[config.mk]
export PLATFORM = sky130hd
export DESIGN_NAME = gff_csr
export DESIGN_NICKNAME = d
export VERILOG_FILES = /design/src/rtl/grid_flood_fill_top_macros.svh /design/src/rtl/gff_pkg.sv /design/src/rtl/gff_csr.sv
export SDC_FILE = /design/constraint.sdc
export NUM_CORES = 1
export LEC_CHECK = 0
export ABC_AREA = 1
export BUFFER_PORTS_ARGS = -buffer_cell sky130_fd_sc_hd__buf_2
export CORE_ASPECT_RATIO = 0.8
export CORE_MARGIN = 10
export CORE_UTILIZATION = 37
export DETAILED_ROUTE_END_ITERATION = 8
export PLACE_DENSITY = 0.76
export SYNTH_ARGS = -nofsm -noshare
export SYNTH_HDL_FRONTEND = slang
export SYNTH_SLANG_ARGS = --single-unit
export TNS_END_PERCENT = 20
[constraint.sdc]
create_clock -name clock -period 0.8 [get_ports clock]
set_input_delay 0.08 -clock clock [delete_from_list [all_inputs] [get_ports clock]]
set_output_delay 0.08 -clock clock [all_outputs]
set_load 0.1 [all_outputs]
[src/rtl/grid_flood_fill_top_macros.svh]
// Assertion macros used by the flood fill RTL.
`ifndef GRID_FLOOD_FILL_TOP_MACROS_SVH
`define GRID_FLOOD_FILL_TOP_MACROS_SVH

`ifndef SYNTH
`define GFF_ASSERT_IMPLY(label, clk, rst, ante, cons) \
   label: assert property (@(posedge clk) disable iff (rst) (ante) |-> (cons)) \
      else $error("flood fill check failed");
`define GFF_ASSERT_NEXT(label, clk, rst, ante, cons) \
   label: assert property (@(posedge clk) disable iff (rst) (ante) |=> (cons)) \
      else $error("flood fill check failed");
`else
`define GFF_ASSERT_IMPLY(label, clk, rst, ante, cons)
`define GFF_ASSERT_NEXT(label, clk, rst, ante, cons)
`endif

`endif

[src/rtl/gff_pkg.sv]
`default_nettype none

package gff_pkg;

   localparam int MAX_DIM       = 32;
   localparam int COLOR_BITS    = 8;
   localparam int COORD_BITS    = (MAX_DIM > 1) ? $clog2(MAX_DIM) : 1;
   localparam int ADDR_BITS     = 2 * COORD_BITS;
   localparam int CELL_DEPTH    = 1 << ADDR_BITS;
   localparam int PTR_BITS      = ADDR_BITS + 1;
   localparam int CFG_BITS      = 6;
   localparam int CNT_BITS      = (COORD_BITS + 1 > CFG_BITS) ? COORD_BITS + 1 : CFG_BITS;
   localparam int MODE_BITS     = 2;
   localparam int POS_BITS      = 5;
   localparam int BYTE_BITS     = 8;
   localparam int STATUS_BITS   = 2;
   localparam int WIDE_BITS     = (COLOR_BITS > BYTE_BITS) ? COLOR_BITS : BYTE_BITS;
   localparam int CSR_ADDR_BITS = 3;
   localparam int CSR_DATA_BITS = 32;

   typedef logic [COLOR_BITS-1:0]    color_type;
   typedef logic [COORD_BITS-1:0]    coord_type;
   typedef logic [ADDR_BITS-1:0]     addr_type;
   typedef logic [PTR_BITS-1:0]      ptr_type;
   typedef logic [CNT_BITS-1:0]      count_type;
   typedef logic [CFG_BITS-1:0]      cfg_type;
   typedef logic [MODE_BITS-1:0]     mode_type;
   typedef logic [POS_BITS-1:0]      pos_type;
   typedef logic [BYTE_BITS-1:0]     byte_type;
   typedef logic [STATUS_BITS-1:0]   status_type;
   typedef logic [CSR_DATA_BITS-1:0] csr_data_type;

   localparam mode_type MODE_WRITE = 2'd0;
   localparam mode_type MODE_FILL  = 2'd1;
   localparam mode_type MODE_READ  = 2'd2;

   localparam status_type STATUS_OK      = 2'd0;
   localparam status_type STATUS_SAME    = 2'd1;
   localparam status_type STATUS_OUTSIDE = 2'd2;

   localparam logic REG_ROW_COUNT = 1'b0;
   localparam logic REG_COL_COUNT = 1'b1;

   localparam cfg_type RESET_ROWS = 6'd16;
   localparam cfg_type RESET_COLS = 6'd16;

   typedef struct packed {
      count_type rows;
      count_type cols;
   } grid_type;

   typedef enum logic [2:0] {
      FILL_IDLE,
      FILL_SEED,
      FILL_QREAD,
      FILL_NBREAD,
      FILL_NBCHECK,
      FILL_DONE
   } fill_state_type;

   typedef enum logic [1:0] {
      DIR_UP,
      DIR_DOWN,
      DIR_LEFT,
      DIR_RIGHT
   } dir_type;

   function automatic color_type color_of(byte_type b);
      logic [WIDE_BITS-1:0] w;
      w = WIDE_BITS'(b);
      return w[COLOR_BITS-1:0];
   endfunction

   function automatic byte_type byte_of(color_type c);
      logic [WIDE_BITS-1:0] w;
      w = WIDE_BITS'(c);
      return w[BYTE_BITS-1:0];
   endfunction

   function automatic addr_type cell_addr(coord_type r, coord_type c);
      return {r, c};
   endfunction

endpackage

`default_nettype wire

[src/rtl/gff_csr.sv]
`default_nettype none

module gff_csr import gff_pkg::*; (
   input  logic                     clock,
   input  logic                     reset,
   input  logic                     psel,
   input  logic                     penable,
   input  logic                     pwrite,
   input  logic [CSR_ADDR_BITS-1:0] paddr,
   input  csr_data_type             pwdata,
   output csr_data_type             prdata,
   output logic                     pready,
   output grid_type                 grid
);

   cfg_type rows_ff;
   cfg_type rows_in;
   cfg_type cols_ff;
   cfg_type cols_in;
   logic    write_en;
   logic    reg_index;

   function automatic count_type saturate(cfg_type v);
      if (count_type'(v) > count_type'(MAX_DIM)) begin
         return count_type'(MAX_DIM);
      end
      return count_type'(v);
   endfunction

   assign pready    = 1'b1;
   assign write_en  = psel && penable && pwrite && pready;
   assign reg_index = paddr[CSR_ADDR_BITS-1];

   always_comb begin
      rows_in = rows_ff;
      cols_in = cols_ff;
      if (write_en) begin
         case (reg_index)
            REG_ROW_COUNT: rows_in = pwdata[CFG_BITS-1:0];
            REG_COL_COUNT: cols_in = pwdata[CFG_BITS-1:0];
            default: begin
               rows_in = rows_ff;
            end
         endcase
      end
   end

   always_ff @(posedge clock) begin
      if (reset) begin
         rows_ff <= RESET_ROWS;
         cols_ff <= RESET_COLS;
      end else begin
         rows_ff <= rows_in;
         cols_ff <= cols_in;
      end
   end

   always_comb begin
      case (reg_index)
         REG_ROW_COUNT: prdata = CSR_DATA_BITS'(rows_ff);
         REG_COL_COUNT: prdata = CSR_DATA_BITS'(cols_ff);
         default:       prdata = '0;
      endcase
   end

   assign grid.rows = saturate(rows_ff);
   assign grid.cols = saturate(cols_ff);

endmodule

`default_nettype wire

==> Word-level counts from Yosys, hierarchy flattened <==
Cells that the tools add are included.
Widths: inputs -> output; s select.
{ "word_totals": {"reg_bits": 12, "output_inout_bits": 45, "elab_cells": 16} }
{ "classes": {"n_lt_le_gt_ge": 2, "mux": 7, "bitwise_logic": 1, "reduce_logical": 4} }
{ "ops": {"columns": ["op", "count"], "rows": [
  ["$pmux 32 s2", 1],
  ["$mux 6", 4],
  ["$gt 6x6->1 const B", 2],
  ["$reduce_and 2->1", 2],
  ["$logic_and 1x1->1", 2],
  ["$mux 1", 2],
  ["$not 1->1", 1]
]} }

==> Logic depth before layout (Yosys ltp) <==
Gate-level depths: netlist (run 1).
{ "logic_depth": {"depth_word": 3, "ltp_mapped": 5, "mapped_depth_nobuf": 5} }

==> Worst setup path before layout (run 1) <==
No wires, ideal clock.
{ "synth_timing": {"path_type": "register to output", "start": "register cols_ff[5]", "end": "output grid[0] (netlist bit)", "arrival_ns": 1.881, "path_slack_ns": -1.161, "path_stages_with_launch": 3, "cell_sequence": "dfxtp_1 -> clkbuf_2 -> a21boi_1"} }
{ "synth_lines": {"columns": ["item", "line", "text"], "rows": [
  ["start: declaration", "gff_csr.sv:18", "cfg_type cols_ff;"],
  ["start signal: assignment", "gff_csr.sv:54", "cols_ff <= cols_in;"],
  ["end: declaration", "gff_csr.sv:13", "output grid_type grid"]
]} }

==> results by group, run 1 <==
Run status
  • Status: complete, but fails checks
  • Failing checks: negative setup slack

Detailed routing
  • Vias per inst: 4.242
  • DRC viols: 0
  • DRT iter0 DRCs: 30
  • 1st-pass router iterations: 5
  • Total Wirelength: about 2.5 mm
  • Antenna-violating nets left: 0
  • Routed wire per std cell: roughly 12 um
  • Total vias in the final route: about 930

Power and ir drop
  • PD cells: 1499 mW/mm^2
  • Combinational power share: a little over half
  • VDD IR max: around 930 uV
  • Net switching power: between 1000 and 1500 uW
  • Sequential share of power: 26.3%
  • Internal: 1171 uW
  • Switching portion of total power: between 50% and 60%
  • Leakage power: ~0.00074 uW
  • Clk network pwr share: between 10% and 20%

Setup path
  • CP endpoint kind: output port
  • Crit path DAT: around 1.2 ns
  • Worst Setup SP: rows_ff[1]$_SDFFE_PP0P_
  • Max FO, Critical Path: 4
  • Startpoint Class: flop
  • Required @ worst endpoint: 0.72 ns
  • WS Path Type: reg -> out
  • Reg-to-Reg Start: cols_ff[5]$_SDFFE_PP0P_
  • R2R depth: 3

CTS
  • TritonCTS clock tree: done
  • Insertion delay to the later sink of the worst-skew pair: 0.26 ns
  • Post-CTS setup buffers: 0
  • H-tree levels: 1
  • Clock Tree Buf Depth: 2
  • Num CTS Buffers: 3
  • Worst-path clk slew: ~0.07 ns
  • Root Driver: clkbuf_4
  • Clk sinks: 12

Global route
  • Pin count of the biggest net entering global routing: 17
  • Initial antenna violation count: 0
  • All-Layer GR Usage: under 10%
  • Total gr overflow: 0
  • Global-route wire length before repair: 4.133 mm
  • Vias in the first global route: 912

STA
  • RSZ-0062 raised after global routing: true
  • Setup-failing EPs final: 18
  • WHS: between 0.05 and 0.06 ns
  • Clk_skew: 0 ns
  • FMAX: 779.9 MHz
  • Slack of the critical path: -0.4822 ns
  • Tcrit/Tclk final: 160.3%
  • Final Hold Viols: 0
  • Final Max Tran Viols: 0
  • Final Critical Period: about 1.3 ns
  • Post-route setup TNS: -6.641 ns

Placement
  • Post-DP HPWL: 2.311 mm
  • IO Port Bufs: 29
  • GP Congestion: 0.7958

Floorplanning
  • DIE AREA: about 0.0049 mm^2
  • IO Count: 85
  • Core area: about 0.0024 mm^2
  • Die H: 64.96 um
  • Die width: between 70 and 80 um
  • Row cnt: 16
  • Effective utilization at floorplan: between 30% and 40%

Synth
  • Yosys cell types: 19
  • Post-synthesis xor/xnor area fraction: 0%
  • Simple-Gate Fraction of Synth Area: a little over a third
  • Post-synthesis mux area share: 0%
  • Post-Syn Area per Cell: about 6.4 um^2
  • Cells after Synth: between 100 and 150
  • Number of synthesized register bits: 12
  • Post-Synth Adder-Cell Area: 0%
  • Synth Area in Compound Gates: under 10%
  • Mapped cell area: ~930 um^2
  • YS warnings: 0
  • Seq/Total Area, Yosys: around a quarter
  • Largest family of logic cells by synthesized area: simple AND/OR/NAND/NOR gates

Flow run
  • Max Cap Viol: 0

Layout
  • Area Growth Syn to Fin: 72.82%
  • Fin nets: ~220
  • Commonest non-fill, non-tap cell in the layout: conb_1
  • Most frequent cells in the layout: conb_1, nor2_1, buf_12, nand2_1
  • Share of layout cells above drive strength 1: a little over 50%
  • Antenna diode count: 0

Hold path
  • HP Class: in -> reg
  • WHS Path Cells: 3
  • HP Start: pwdata[4]
==> what timing repair did <==
item                                    4_1_cts  5_1_grt
hold buffers                                  0        0
pin swaps                                     2        3
resized for setup                            10       13
endpoints found under the setup margin       18       18
==> worst paths after layout <==
kind                                   to  slack, ns
hold / removal    cols_ff[4]$_SDFFE_PP1P_       0.06
setup reg to reg  cols_ff[5]$_SDFFE_PP0P_       0.05
hold reg to reg   rows_ff[4]$_SDFFE_PP1P_       0.49
setup / recovery                  grid[8]      -0.48
==> final cells by class <==
class	count	area, um^2
fill	202	807.0
multi-input combinational	108	655.6
timing repair buffer	41	545.5
sequential	12	260.3
inverter	18	72.57
tap	36	45.04
clock buffer	4	36.28
==> routing by layer <==
| metal | track usage (%) | part of all wire, % |
|---|---|---|
| met1 | 12.71 | 48 |
| met2 | 13.98 | 41 |
| met3 | 3.719 | 10 |
| met4 | 4.861 | 1.1 |
| met5 | 0 | 0 |
==> flip-flops by register name, indices dropped and copies added (netlist names) <==
| register | flops |
|---|---|
| cols_ff | 6 |
| rows_ff | 6 |
==> synthesized netlist by cell type <==
master	count	share of area [%]
nand2_2	1	0.67
dfxtp_1	12	26
inv_4	1	0.67
inv_2	3	1.2
buf_2	1	0.53
o21ai_1	7	3.7
nor2_1	33	13
a21boi_1	1	0.80
clkbuf_2	1	0.53
nor2_4	2	2.4
inv_1	14	5.6
nand3_4	1	1.9
nand3_1	14	7.5
conb_1	2	0.80
nand2_1	21	8.4
buf_4	27	22
clkbuf_1	3	1.2
buf_6	1	1.2
nor2_8	1	2.1
==> per-stage QoR <==
| step | area, um^2 | utilization, % | instances | power, uW | setup WS, ns |
|---|---|---|---|---|---|
| after floorplan | 1191 | - | 171 | 1782 | -0.3941 |
| after global placement | 1526 | 63.02 | 215 | 1944 | -0.1996 |
| after detailed placement | 1526 | 63.02 | 215 | 1954 | -0.2241 |
| after CTS | 1578 | 65.13 | 219 | 2422 | -0.5065 |
| after global routing | 1615 | 66.68 | 219 | 2505 | -0.5569 |
| final | 1615 | 66.68 | 219 | 2422 | -0.4822 |
==> cells by family after synthesis <==
kind of cell | after synthesis
buffers and inverters | 51
other | 2
flip-flops | 12
AO/OA/AOI/OAI | 8
AND/OR/NAND/NOR | 73
==> worst max-delay path, cell delays in order (launching register included) <==
cell and delay (ns):
dfxtp_2 0.33, nor2_2 0.10, nand3_2 0.08, nand2_2 0.08
inv_4 0.06, nor2_4 0.10, buf_12 0.18
==> power by group through the flow <==
stage / sequential (uW) / combinational (uW) / clock [uW]
global placement: 646 / 1300 / 0
floorplan: 647 / 1130 / 0
finish: 638 / 1320 / 466
CTS: 635 / 1310 / 480
detailed placement: 649 / 1310 / 0
global route: 640 / 1360 / 501
Power figures use the tool's default switching activity.
==> run 2, diff against run 1 <==
==> constraint.sdc (replaced) <==
create_clock -name clock -period 0.8 [get_ports clock]
set_input_delay 0.16 -clock clock [delete_from_list [all_inputs] [get_ports clock]]
set_output_delay 0.16 -clock clock [all_outputs]
set_load 0.1 [all_outputs]
==> results by group, run 2 (synthesis results as in run 1) <==
Floorplanning
  • IO Count: 85
  • DIE AREA: slightly below 0.005 mm^2
  • Row cnt: 16
  • Die H: 64.96 um
  • Die width: around 76 um
  • Effective utilization at floorplan: between 30% and 40%
  • Core area: roughly 0.0024 mm^2

CTS
  • Insertion delay to the later sink of the worst-skew pair: roughly 0.27 ns
  • Cts hold-fix bufs: 0
  • Worst-path clk slew: 0.08 ns
  • Num CTS Buffers: 3
  • H-tree levels: 1
  • Root Driver: clkbuf_4
  • TritonCTS clock tree: done
  • Clk sinks: 12
  • Clock Tree Buf Depth: 2

Hold path
  • HP Class: in -> reg

Global route
  • M2 GR Usage: between 10% and 20%
  • All-Layer GR Usage: 9.802%
  • Initial antenna violation count: 0
  • Global-route wire length before repair: between 4 and 5 mm
  • Pin count of the biggest net entering global routing: 16
  • Vias in the first global route: between 900 and 1,000
  • GRT met3 Usage: roughly 3.4%
  • Most Crowded Layer GR: met2
  • Grt met1 use: 12.12%
  • Total gr overflow: 0

Setup path
  • Required @ worst endpoint: around 0.64 ns
  • Startpoint Class: flop
  • WS Path Type: reg -> out
  • Cell-by-cell trace of the critical path: nor2_2 > nand3_2 > nand2_2 > inv_4 > nor2_4 > buf_12
  • Crit path DAT: about 1.2 ns
  • Max FO, Critical Path: 4
  • CP delay by family, top: simple AND/OR/NAND/NOR gates
  • Crit path buffers/inverters: 2
  • CP max-delay cell: dfxtp_2
  • CP max stage delay: 0.33 ns
  • CP endpoint kind: output port

STA
  • Final Max Tran Viols: 0
  • Final Critical Period: 1.369 ns
  • Tcrit/Tclk final: 171.1%
  • Clk_skew: 0 ns
  • Post-route setup TNS: -8.289 ns
  • FMAX: 730.5 MHz
  • RSZ-0062 raised after global routing: true
  • Slack of the critical path: -0.5689 ns
  • Setup-failing EPs final: 18
  • Final Hold Viols: 0

Detailed routing
  • Antenna-violating nets left: 0
  • Routed wire per std cell: around 11 um
  • Total Wirelength: 2.526 mm
  • 1st-pass router iterations: 4
  • Total vias in the final route: between 800 and 900
  • Vias per inst: approximately 4
  • DRC viols: 0
  • DRT iter0 DRCs: 26

Placement
  • Cells after DPL: about 220
  • Post-DP HPWL: about 2.3 mm
  • Pre-CTS setup slack: -0.3258 ns
  • IO Port Bufs: 29
  • GP Congestion: between 0.7 and 0.8

Power and ir drop
  • Total chip power: 2451 uW
  • PD cells: around 1500 mW/mm^2
  • Leakage power: between 0.0007 and 0.0008 uW
  • VDD IR max: between 900 and 1000 uV

Layout
  • Most frequent cells in the layout: conb_1, buf_12, nor2_1, nand2_1
  • Largest registers: cols_ff x6, rows_ff x6
  • Area Growth Syn to Fin: 73.76%
  • Fin nets: between 200 and 250
  • Share of layout cells above drive strength 1: 50.54%
  • Final instance count without filler cells: about 220
  • Commonest non-fill, non-tap cell in the layout: conb_1
  • Antenna diode count: 0

Flow run
  • Max Cap Viol: 0

Run status
  • Failing checks: negative setup slack
  • Status: complete, but fails checks
[run 2: tightest hold or removal path: stages]
cell and delay, ns:
buf_2 0.09, nand2_1 0.05, nand3_1 0.06
[run 2: layer usage]
metal	up-vias	wire, um
met3	2	219
met4	0	29
met5	-	0
met2	50	1029
li1	466	-
met1	373	1247
[run 2: layout make-up]
| cell class | instances | area (um^2) |
|---|---|---|
| fill | 201 | 798.3 |
| multi-input combinational | 108 | 643.1 |
| timing repair buffer | 44 | 569.3 |
| sequential | 12 | 257.7 |
| inverter | 18 | 72.57 |
| tap | 36 | 45.04 |
| clock buffer | 4 | 36.28 |
[run 2: path summary, 6_finish.rpt]
kind	startpoint	slack, ns	endpoint	cells after the start
max	rows_ff[1]$_SDFFE_PP0P_	-0.57	grid[8]	6
min	pwdata[4]	0.11	rows_ff[4]$_SDFFE_PP1P_	3
max reg2reg	cols_ff[5]$_SDFFE_PP0P_	0.06	cols_ff[5]$_SDFFE_PP0P_	3
min reg2reg	rows_ff[4]$_SDFFE_PP1P_	0.48	rows_ff[4]$_SDFFE_PP1P_	2
[run 2: repair_timing]
item,in CTS,in global routing
setup buffers,0,0
gates resized for setup,11,5
endpoints found under the setup margin,18,18
pin swaps,3,0
[run 2: through the flow]
stage | hold WS [ns] | instance area, um^2 | util [%]
2_1_floorplan | 0.2861 | 1191 | -
3_3_place_gp | 0.3909 | 1562 | 64.46
3_5_place_dp | 0.3960 | 1562 | 64.46
4_1_cts | 0.1057 | 1614 | 66.63
5_1_grt | 0.1080 | 1624 | 67.05
6_report | 0.1138 | 1624 | 67.05
[run 2: report_power, final]
group / switching, uW / internal (uW) / leakage (uW) / total [uW]
combinational: 1040 / 288 / 0.000623 / 1330
clock: 210 / 277 / 0.0000210 / 487
sequential: 16.7 / 620 / 0.000102 / 636
==> run 3, diff against run 2 <==
--- a/config.mk
+++ b/config.mk
@@ -11,6 +11,7 @@
 export CORE_MARGIN = 10
 export CORE_UTILIZATION = 37
 export DETAILED_ROUTE_END_ITERATION = 8
+export MAX_ROUTING_LAYER = met4
 export PLACE_DENSITY = 0.76
 export SYNTH_ARGS = -nofsm -noshare
 export SYNTH_HDL_FRONTEND = slang
==> results by group, run 3 (synthesis results as in run 1) <==
Run status
  • Status: complete, but fails checks
  • Failing checks: negative setup slack

Setup path
  • Crit path DAT: ~1.2 ns
  • R2R depth: 3
  • Startpoint Class: flop
  • Reg-to-Reg Start: cols_ff[5]$_SDFFE_PP0P_
  • Reg2reg setup slack: about 0.06 ns
  • Worst Setup SP: rows_ff[1]$_SDFFE_PP0P_
  • Required @ worst endpoint: 0.64 ns
  • Reg-to-Reg End: cols_ff[5]$_SDFFE_PP0P_
  • Max FO, Critical Path: 4
  • CP endpoint kind: output port
  • WS Path Type: reg -> out

Layout
  • Commonest non-fill, non-tap cell in the layout: conb_1
  • Fin nets: around 230
  • Share of layout cells above drive strength 1: 50.54%
  • Area Growth Syn to Fin: 73.76%
  • Reg area: 257.7 um^2
  • Most frequent cells in the layout: conb_1, buf_12, nor2_1, nand2_1
  • Multi-input logic area: 643.1 um^2
  • Filler instances: between 200 and 250
  • Antenna diode count: 0
  • Utilization after layout: 67.05%
  • Largest registers: cols_ff x6, rows_ff x6

STA
  • Clk_skew: 0 ns
  • WHS: ~0.12 ns
  • Tcrit/Tclk final: 170.6%
  • Final Max Tran Viols: 0
  • RSZ-0062 raised after global routing: true
  • Final Hold Viols: 0
  • Slack of the critical path: -0.5649 ns
  • Post-route setup TNS: -8.238 ns
  • Setup-failing EPs final: 18
  • FMAX: between 700 and 800 MHz
  • Final Critical Period: between 1 and 1.5 ns

Floorplanning
  • IO Count: 85
  • Effective utilization at floorplan: 38.58%
  • Die width: 76.19 um
  • Row cnt: 16
  • Core area: 0.002422 mm^2
  • DIE AREA: around 0.0049 mm^2
  • Die H: roughly 65 um

Detailed routing
  • Total vias in the final route: roughly 900
  • DRT iter0 DRCs: 26
  • Routed wire per std cell: about 11 um
  • Total Wirelength: roughly 2.5 mm
  • Vias per inst: roughly 4.0
  • 1st-pass router iterations: 4
  • DRC viols: 0
  • Antenna-violating nets left: 0

CTS
  • Num CTS Buffers: 3
  • Post-CTS setup buffers: 0
  • Cts hold-fix bufs: 0
  • Insertion delay to the later sink of the worst-skew pair: between 0.2 and 0.3 ns
  • Root Driver: clkbuf_4
  • TritonCTS clock tree: done
  • Clk sinks: 12
  • Clock Tree Buf Depth: 2
  • Worst-path clk slew: ~0.08 ns
  • H-tree levels: 1

Global route
  • Vias in the first global route: approximately 930
  • Most Crowded Layer GR: met2
  • Global-route wire length before repair: between 4 and 5 mm
  • All-Layer GR Usage: 10.09%
  • Pin count of the biggest net entering global routing: 16
  • Total gr overflow: 0
  • Initial antenna violation count: 0
  • Grt met1 use: approximately an eighth
  • GRT met3 Usage: under 10%
  • M2 GR Usage: roughly 15%

Power and ir drop
  • Leakage power: approximately 0.00075 uW
  • PD cells: roughly 1500 mW/mm^2
  • VDD IR max: between 800 and 900 uV

Hold path
  • HP Class: in -> reg
  • WHS Path Cells: 3
  • Hold path endpoint: rows_ff[4]$_SDFFE_PP1P_
  • HP Start: pwdata[4]

Placement
  • Pre-CTS setup slack: -0.3258 ns
  • Post-DP HPWL: 2.269 mm
  • IO Port Bufs: 29
  • GP Congestion: 0.8065

Flow run
  • Max Cap Viol: 0
[run 3: cell counts in the layout (fill, tap and decap cells not counted)]
No cell type changed its count.
[run 3: layer usage]
metal | routed length, um | vias up
met2 | 1026 | 54
li1 | - | 466
met3 | 195 | 2
met5 | 0 | -
met1 | 1272 | 375
met4 | 31 | 0
[run 3: through the flow]
stage	area, um^2	total power [uW]	std cells
after floorplan	1191	1782	171
after detailed placement	1562	1970	218
final	1624	2446	222
after global placement	1562	1962	218
after CTS	1614	2456	222
after global routing	1624	2539	222
[run 3: how the worst max path moves through the flow]
stage,endpoint,cells after the start
2_1_floorplan,grid[6],5
3_3_place_gp,grid[6],6
3_5_place_dp,grid[6],6
4_1_cts,grid[8],6
5_1_grt,grid[8],6
6_report,grid[8],6
[run 3: power by group]
part	total, uW	switching, uW	leakage, uW	internal, uW
Clock	482	205	0.0000210	277
Combinational	1330	1040	0.000623	288
Sequential	636	16.8	0.000102	620
[run 3: worst max-delay path, cell delays in order, from the launching register on]
cell and delay [ns]:
dfxtp_2 0.33, nor2_2 0.10, nand3_2 0.08, nand2_2 0.08
inv_4 0.06, nor2_4 0.10, buf_12 0.18
[run 3: cell type report]
cell class,count,share of cell area (%)
Multi-Input combinational cell,108,39.60
Timing Repair Buffer,44,35.05
Sequential cell,12,15.87
Inverter,18,4.468
Tap cell,36,2.773
Clock buffer,4,2.234
[run 3: what timing repair did]
item,in CTS,in global routing
endpoints found under the hold margin,0,0
gates cloned,0,0
setup endpoints to repair,18,18
pin swaps,3,0
gates resized for setup,11,5
